File: src/sv/alx_div_pipe.sv
`timescale 1ns / 1ps
// ----------------------------------------------------------------------------
// alx_div_pipe: pipelined restoring divider
// One quotient bit per stage; divisor and side data travel with the item.
// ----------------------------------------------------------------------------
module alx_div_pipe #(
	parameter int QW  = 16,
	parameter int DW  = 16,
	parameter int SBW = 8
) (
	input  logic           clk,
	input  logic           arst_n,
	input  logic           en,
	input  logic           in_valid,
	input  logic [DW-1:0]  in_rem,
	input  logic [QW-1:0]  in_num,
	input  logic [DW-1:0]  in_den,
	input  logic [SBW-1:0] in_sb,
	output logic           out_valid,
	output logic [QW-1:0]  out_quo,
	output logic [SBW-1:0] out_sb
);

	logic           vld_s [QW];
	logic [DW-1:0]  rem_s [QW];
	logic [QW-1:0]  num_s [QW];
	logic [DW-1:0]  den_s [QW];
	logic [SBW-1:0] sb_s  [QW];

	for (genvar g = 0; g < QW; g++) begin : g_stage
		logic           src_vld;
		logic [DW-1:0]  src_rem;
		logic [QW-1:0]  src_num;
		logic [DW-1:0]  src_den;
		logic [SBW-1:0] src_sb;
		logic [DW:0]    trial;
		logic           ge;

		if (g == 0) begin : g_src
			assign src_vld = in_valid;
			assign src_rem = in_rem;
			assign src_num = in_num;
			assign src_den = in_den;
			assign src_sb  = in_sb;
		end else begin : g_src
			assign src_vld = vld_s[g-1];
			assign src_rem = rem_s[g-1];
			assign src_num = num_s[g-1];
			assign src_den = den_s[g-1];
			assign src_sb  = sb_s[g-1];
		end

		// shift in next dividend bit, subtract when it fits
		assign trial = {src_rem, src_num[QW-1]};
		assign ge    = (trial >= {1'b0, src_den});

		always_ff @(posedge clk or negedge arst_n) begin
			if (!arst_n) begin
				vld_s[g] <= 1'b0;
			end else if (en) begin
				vld_s[g] <= src_vld;
			end
		end

		always_ff @(posedge clk) begin
			if (en) begin
				rem_s[g] <= ge ? DW'(trial - {1'b0, src_den}) : trial[DW-1:0];
				num_s[g] <= {src_num[QW-2:0], ge};
				den_s[g] <= src_den;
				sb_s[g]  <= src_sb;
			end
		end
	end

	assign out_valid = vld_s[QW-1];
	assign out_quo   = num_s[QW-1];
	assign out_sb    = sb_s[QW-1];

endmodule

File: config.mk
export PLATFORM = sky130hd
export DESIGN_NAME = alx_div_pipe
export DESIGN_NICKNAME = d
export VERILOG_FILES = /design/src/sv/alx_div_pipe.sv
export SDC_FILE = /design/constraint.sdc
export NUM_CORES = 1
export LEC_CHECK = 0
export BUFFER_PORTS_ARGS = -buffer_cell sky130_fd_sc_hd__clkbuf_2
export CORE_MARGIN = 1
export CORE_UTILIZATION = 45
export DETAILED_ROUTE_END_ITERATION = 10
export HOLD_SLACK_MARGIN = 0.12
export PLACE_DENSITY = 0.66
export SYNTH_ARGS = -nofsm -noshare
export SYNTH_HDL_FRONTEND = slang
export SYNTH_SLANG_ARGS = --single-unit
File: constraint.sdc
create_clock -name clk -period 2.8 [get_ports clk]
set_input_delay 0.7 -clock clk [delete_from_list [all_inputs] [get_ports clk]]
set_output_delay 0.7 -clock clk [all_outputs]
set_load 0.005 [all_outputs]
==> reports/metrics.yaml, run 1 <==
worst_setup_path:
  cp-startpoint: "rem_s[1][80]"
  crit_type: "reg -> reg"
  cp_max_fo: 4
  critPathCaptureType: "flip-flop"
  path_buf_inv: 1
  r2r_cells: 9
  cpPeakStageDelay_ps: 400
  crit_chain: "ha_1 -> nor2b_4 -> o31a_1 -> o31a_1 -> o211a_1 -> o31a_1 -> o41ai_4 -> buf_4 -> mux2_4"
  worstPathRequired_ps: 3220
  path_depth: 9
  arrival_ps: 3420
  cp_top_family: "compound AO/OA/AOI/OAI gates"
  crit_top_cell: "o31a_1"
  cpMaxStageDelayCell: "edfxtp_1"
  worstReg2RegStart: "rem_s[1][80]"
  start_kind: "flip-flop"
timing:
  worst_pin_slew_ps: 726
  worst_clock_skew_ps: 41.4
  max_slew_margin_pct: 51.2
  setup-tns-final_ps: -5780
  grt_setup_unrepaired: "true"
  timing.final.crit_share_pct: 107
  maxSlewViolCount: 0
  max_freq_mhz: 334
  setup-violations-final: 95
  layout_setup_ws_ps: -198
  finalHoldViolCount: 0
  min_period_ps: 3000
floorplanning:
  floorplan.initialDensity_pct: 45.7
  core-area_um2: 90600
  die_w_um: 305
  num_io_pins: 85
  die_area_um2: 93200
  rows: 110
  fp.dieH_um: 305
clock_network:
  path_clk_slew_ps: 60
  cts_tree: "built"
  insertion_delay_ps: 680
  clock-sinks: 880
  cts_root_buf: "clkbuf_16"
  numCtsBuffers: 95
  cts_buffer_depth: 3
  h-tree-depth: 3
power:
  p_per_area_nw_per_um2: 1100
  total_power_mw: 57.5
  leakage_nw: 21.1
  ir_drop_mv: 0.599
worst_hold_path:
  whs_path_depth: 1
  min_from: "in_num[0]"
  hold_class: "in -> reg"
global_routing:
  gr-total-overflow: 0
  grt_pass1_vias: 25300
  grt_pass1_wl_mm: 124
  antenna_found_initial: 0
  grt_max_degree: 90
  grtUsageTotal_pct: 16.2
yosys:
  syn_area_per_cell_um2: 13.5
  netlist_area_um2: 41400
  ys.flop_type: "edfxtp_1"
  synthTopCellsByCount: "edfxtp_1 (864), inv_1 (306), ha_1 (256)"
  synth_most_common_cell: "edfxtp_1"
  synth_edf_count: 864
  synth_largest_area_cell: "edfxtp_1"
  yosysSeqAreaShare_pct: 63.6
  postSynthCellCount: 3069
  synth_seq_cells: 880
  netlist.area_leader.share_pct: 62.7
  synth_nets: 3400
  async_reset_ff_share_pct: 1.82
  yosysWarnings: 0
  synth_cell_types: 75
  synth.area.top_cells: "edfxtp_1 (63%), ha_1 (7.7%), mux2_2 (3.7%)"
drt:
  firstDrtPassIters: 5
  drtAntennaViolNets: 0
  wl_mm: 77.9
  drtIter0Drc: 1378
  wl_per_cell_um: 15.7
  via_per_inst: 5.13
  vias: 25500
  drc: 0
final_layout:
  seqCellArea_um2: 26300
  diodes: 0
  nets: 4048
  final_util_pct: 58.0
  area_growth_pct: 26.8
  multiInputGateArea_um2: 15400
  final_layout_size_suffix_gt1_share_pct: 30.4
  fillers: 7119
placed_design:
  routabilityCongestion: 0.867
  port_buffers: 84
  dp_hpwl_mm: 53.6
outcome:
  violations: "negative setup slack"
  status: "complete, but fails checks"
flow_run:
  cap_violations: 0
## routing by layer
metal	routed length, um	track usage [%]
met5	0	0
met4	2540	6.54
met3	2610	2.71
met2	40000	29.1
met1	32800	19.3
## area by class of cell
type	instances	area share, %
clock buffers	121	4.85
multi-input cells	1847	29.4
well taps	1176	2.80
inverters	306	2.19
clock inverters	56	1.30
repair buffers	587	9.24
flip-flops and latches	880	50.2
## sequential cells by signal (all words and copies together) (netlist names)
signal           cells
den_s              240
sb_s               128
g_stage.src_vld     15
num_s              256
out_valid            1
rem_s              240
## cells in the final DEF (no fill, tap or decap), types with 41 or more instances in the layout
cell       instances
a21oi_1          147
a21o_1            41
mux2_2            86
o21ai_0           96
nand2_1          138
mux2_4            53
xor2_1            58
ha_1             217
clkbuf_16        102
inv_1            285
clkbuf_2          83
nor3_1            58
o21a_1            60
nor2_1           180
edfxtp_1         864
buf_4            424
xnor2_1          101
## report_power, final
group          switching [mW]  internal (mW)
Sequential               1.40           18.3
Clock                    5.18           7.59
Combinational            11.7           13.4
Total                    18.2           39.2
## kinds of logic (layout without fill, tap and decap cells)
| logic type | after synthesis | after routing | share of synthesized area (%) |
|---|---|---|---|
| compound gates | 617 | 618 | 9.68 |
| xor+xnor | 159 | 159 | 3.36 |
| fa+ha+maj | 271 | 271 | 8.46 |
| buf+inv | 343 | 1070 | 3.19 |
| flops | 880 | 880 | 63.6 |
| mux | 156 | 156 | 4.22 |
| simple gates | 643 | 643 | 7.44 |
## metrics by stage
step	area (um2)	setup WS, ps	instances	hold slack (ps)
after floorplan	41500	-161	3069	400
after global placement	46700	-406	4712	400
after detailed placement	46700	-429	4712	405
after CTS	51000	-162	4921	135
after global routing	52500	-260	4973	148
final	52500	-198	4973	197
## worst paths after layout
path,end,slack (ps)
hold / removal,num_s[0][1],200
setup / recovery,rem_s[1][108],-200
setup reg to reg,rem_s[1][108],-200
min in group asynchronous,out_valid,490
hold reg to reg,num_s[3][31],410
max in group asynchronous,g_stage[6].src_vld,2030
## timing repair
action,in CTS,in global routing
hold endpoints to repair,16,0
hold buffers,1,0
buffers inserted,24,51
setup endpoints to repair,188,217
resized for setup,174,268
gates cloned,7,6
pin swaps,36,113
Note: power is estimated with default switching activity, not from simulation.
==> run 2, diff against run 1 <==
--- a/config.mk
+++ b/config.mk
@@ -5,9 +5,11 @@
 export SDC_FILE = /design/constraint.sdc
 export NUM_CORES = 1
 export LEC_CHECK = 0
+export ABC_AREA = 1
 export BUFFER_PORTS_ARGS = -buffer_cell sky130_fd_sc_hd__clkbuf_2
 export CORE_MARGIN = 1
 export CORE_UTILIZATION = 45
+export CTS_BUF_LIST = sky130_fd_sc_hd__clkbuf_8
 export DETAILED_ROUTE_END_ITERATION = 10
 export HOLD_SLACK_MARGIN = 0.12
 export PLACE_DENSITY = 0.66
==> run 2 against run 1 <==
Effect of this change: the flow now finishes without violations; critical path type unchanged; critical path depth did not move; die area grew 14%; synthesized cell count is 68% higher; worst setup slack gained 380 ps; final cell count rose by 39%; global-route usage is 4.3 points higher.
==> reports/metrics.yaml, run 2 <==
outcome:
  status: "finished clean"
yosys:
  netlist_area_um2: 47300
  synth_nets: 5491
  synthTopCellsByCount: "nand2_1 (1847), inv_1 (972), edfxtp_1 (864)"
  syn_area_per_cell_um2: 9.17
  yosys.area_share.adder_pct: 7.40
  yosysWarnings: 0
  synth_top_family_by_area: "simple AND/OR/NAND/NOR gates"
  synthSimpleGateAreaFrac_pct: 24.3
  synth_edf_count: 864
  synth_seq_cells: 880
  synth-compound-area-share_pct: 2.19
  synth_most_common_cell: "nand2_1"
  netlist.area_leader.share_pct: 54.8
  postSynthCellCount: 5160
  synth.area.top_cells: "edfxtp_1 (55%), nand2_1 (15%), inv_1 (7.7%)"
  synth-xor-area-share_pct: 1.70
  yosysSeqAreaShare_pct: 55.7
  synth_cell_types: 45
  async_reset_ff_share_pct: 1.82
  synth_largest_area_cell: "edfxtp_1"
  ys.flop_type: "edfxtp_1"
  synth.area.mux_share_pct: 0.0476
timing:
  max_freq_mhz: 382
  grt_setup_unrepaired: "false"
  worst_clock_skew_ps: 38.4
  layout_setup_ws_ps: 186
  setup-tns-final_ps: 0
  maxSlewViolCount: 0
  timing.final.crit_share_pct: 93.4
  max_slew_margin_pct: 44.2
  worst_pin_slew_ps: 836
  finalHoldViolCount: 0
  setup-violations-final: 0
  min_period_ps: 2610
clock_network:
  hold_buffers: 41
  cts_buffer_depth: 3
  insertion_delay_ps: 830
  post_cts_buffers: 0
  cts_tree: "built"
  ctsResizeCount: 0
  path_clk_slew_ps: 60
  numCtsBuffers: 153
  clock-sinks: 880
  cts_root_buf: "clkbuf_8"
  h-tree-depth: 4
floorplanning:
  num_io_pins: 85
  core-area_um2: 104000
  floorplan.initialDensity_pct: 45.5
  die_area_um2: 106000
  die_w_um: 326
  fp.dieH_um: 326
  rows: 118
drt:
  wl_per_cell_um: 15.7
  wl_mm: 109
  drtAntennaViolNets: 0
  firstDrtPassIters: 6
  via_per_inst: 4.86
  drtIter0Drc: 2756
  drc: 0
  vias: 33700
worst_setup_path:
  arrival_ps: 3170
  path_buf_inv: 1
  crit_type: "reg -> reg"
  cp_top_family: "simple AND/OR/NAND/NOR gates"
  start_kind: "flip-flop"
  r2r_cells: 9
  crit_chain: "ha_1 -> nand2_1 -> inv_1 -> nand2_1 -> a21oi_1 -> nor2_2 -> nand2_4 -> nand3_1 -> nand2_1"
  worstPathRequired_ps: 3360
  cpMaxStageDelayCell: "nor2_2"
  cp_max_fo: 19
  critPathCaptureType: "flip-flop"
  path_depth: 9
  cpPeakStageDelay_ps: 660
  crit_top_cell: "nand2_1"
final_layout:
  mostFrequentLayoutCell: "nand2_1"
  nets: 5770
  fillers: 9710
  final_layout_size_suffix_gt1_share_pct: 7.94
  final_cell_mix: "nand2_1 (1847), inv_1 (1014), edfxtp_1 (864), nand3_1 (398), ha_1 (256)"
  area_growth_pct: 11.7
  largest_reg_flops: 256
  top_register: "num_s"
  top_regs: "num_s (256), den_s (240), rem_s (240)"
global_routing:
  grt_max_degree: 99
  grtUsageTotal_pct: 20.6
  grt_pass1_wl_mm: 173
  grt_pass1_vias: 32600
  gr-total-overflow: 0
  antenna_found_initial: 2
placed_design:
  dp_hpwl_mm: 81.9
  routabilityCongestion: 0.942
  pre_cts_ws_ps: 239
  port_buffers: 84
flow_run:
  cap_violations: 0
power:
  p_per_area_nw_per_um2: 971
  ir_drop_mv: 0.488
  leakage_nw: 25.9
worst_hold_path:
  hold_class: "in -> reg"
  whs_path_depth: 3
==> run 2: cell count changes in the layout (fill, tap and decap cells not counted), sizes merged, moves of 40 or more <==
cell and delta:
nand3 +389, a21o -40, o21ai -123, buf -441, nand2 +1740, xnor2 -80, inv +720, o21a -46
dlygate4sd3 +40, a21oi -46, mux2 -137, nor2b -43
==> run 2: area by class of cell <==
cell class	count	area, um2	share of cell area [%]
Sequential cell	880	26300	49.8
Multi-Input combinational cell	3244	16900	31.9
Inverter	980	3680	6.96
Clock buffer	153	2110	3.98
Tap cell	1380	1730	3.27
Timing Repair Buffer	180	1390	2.63
Clock inverter	116	748	1.41
Antenna cell	1	2.50	0.00473
==> run 2: final timing paths <==
check,start,endpoint,slack (ps)
max in group asynchronous,arst_n,g_stage[6].src_vld,2140
min in group asynchronous,arst_n,g_stage[10].src_vld,360
setup reg to reg,rem_s[1][92],rem_s[1][110],190
setup / recovery,rem_s[1][92],rem_s[1][110],190
hold reg to reg,sb_s[4][3],sb_s[5][3],400
hold / removal,in_rem[6],rem_s[0][7],220
==> run 2: worst min-delay path: cells and delay by family <==
kind	cells	cell delay (ps)
simple gates	2	140
buf+inv	1	90
==> run 2: metal layers <==
metal | vias up | global-route usage (%) | share of wire (%)
met5 | - | 0 | 0
met4 | 0 | 7.82 | 3.3
met3 | 235 | 3.26 | 5.2
met2 | 881 | 33.0 | 45
met1 | 15400 | 28.1 | 46
li1 | 17200 | - | -
==> run 2: cells by family (layout without fill, tap and decap cells) <==
kind of cell               after synthesis  after routing
AOI/OAI and AO/OA                      191            191
xor gates and xnor gates                92             92
adders and majority gates              271            271
buffers and inverters                 1036           1429
DFF                                    880            880
muxes                                    2              2
other                                    0              1
and+or+nand+nor                       2688           2688
==> run 2: stage by stage <==
| step | cells | instance area (um2) | utilization [%] | power [mW] | hold slack, ps |
|---|---|---|---|---|---|
| 3_3_place_gp | 6623 | 49600 | 47.7 | 40.0 | 400 |
| 6_report | 6934 | 52900 | 50.9 | 51.3 | 219 |
| 2_1_floorplan | 5160 | 47300 | - | 34.6 | 400 |
| 4_1_cts | 6933 | 52900 | 50.9 | 51.7 | 127 |
| 5_1_grt | 6934 | 52900 | 50.9 | 55.4 | 179 |
| 3_5_place_dp | 6623 | 49600 | 47.7 | 40.2 | 405 |
==> run 2: report_power, final <==
group          total (mW)  internal [mW]  leakage [nW]  switching (mW)
clock network        11.1           5.72          1.60            5.40
logic                20.7           7.09          15.6            13.7
registers            19.5           18.0          8.66            1.51
total                51.3           30.8          25.9            20.6
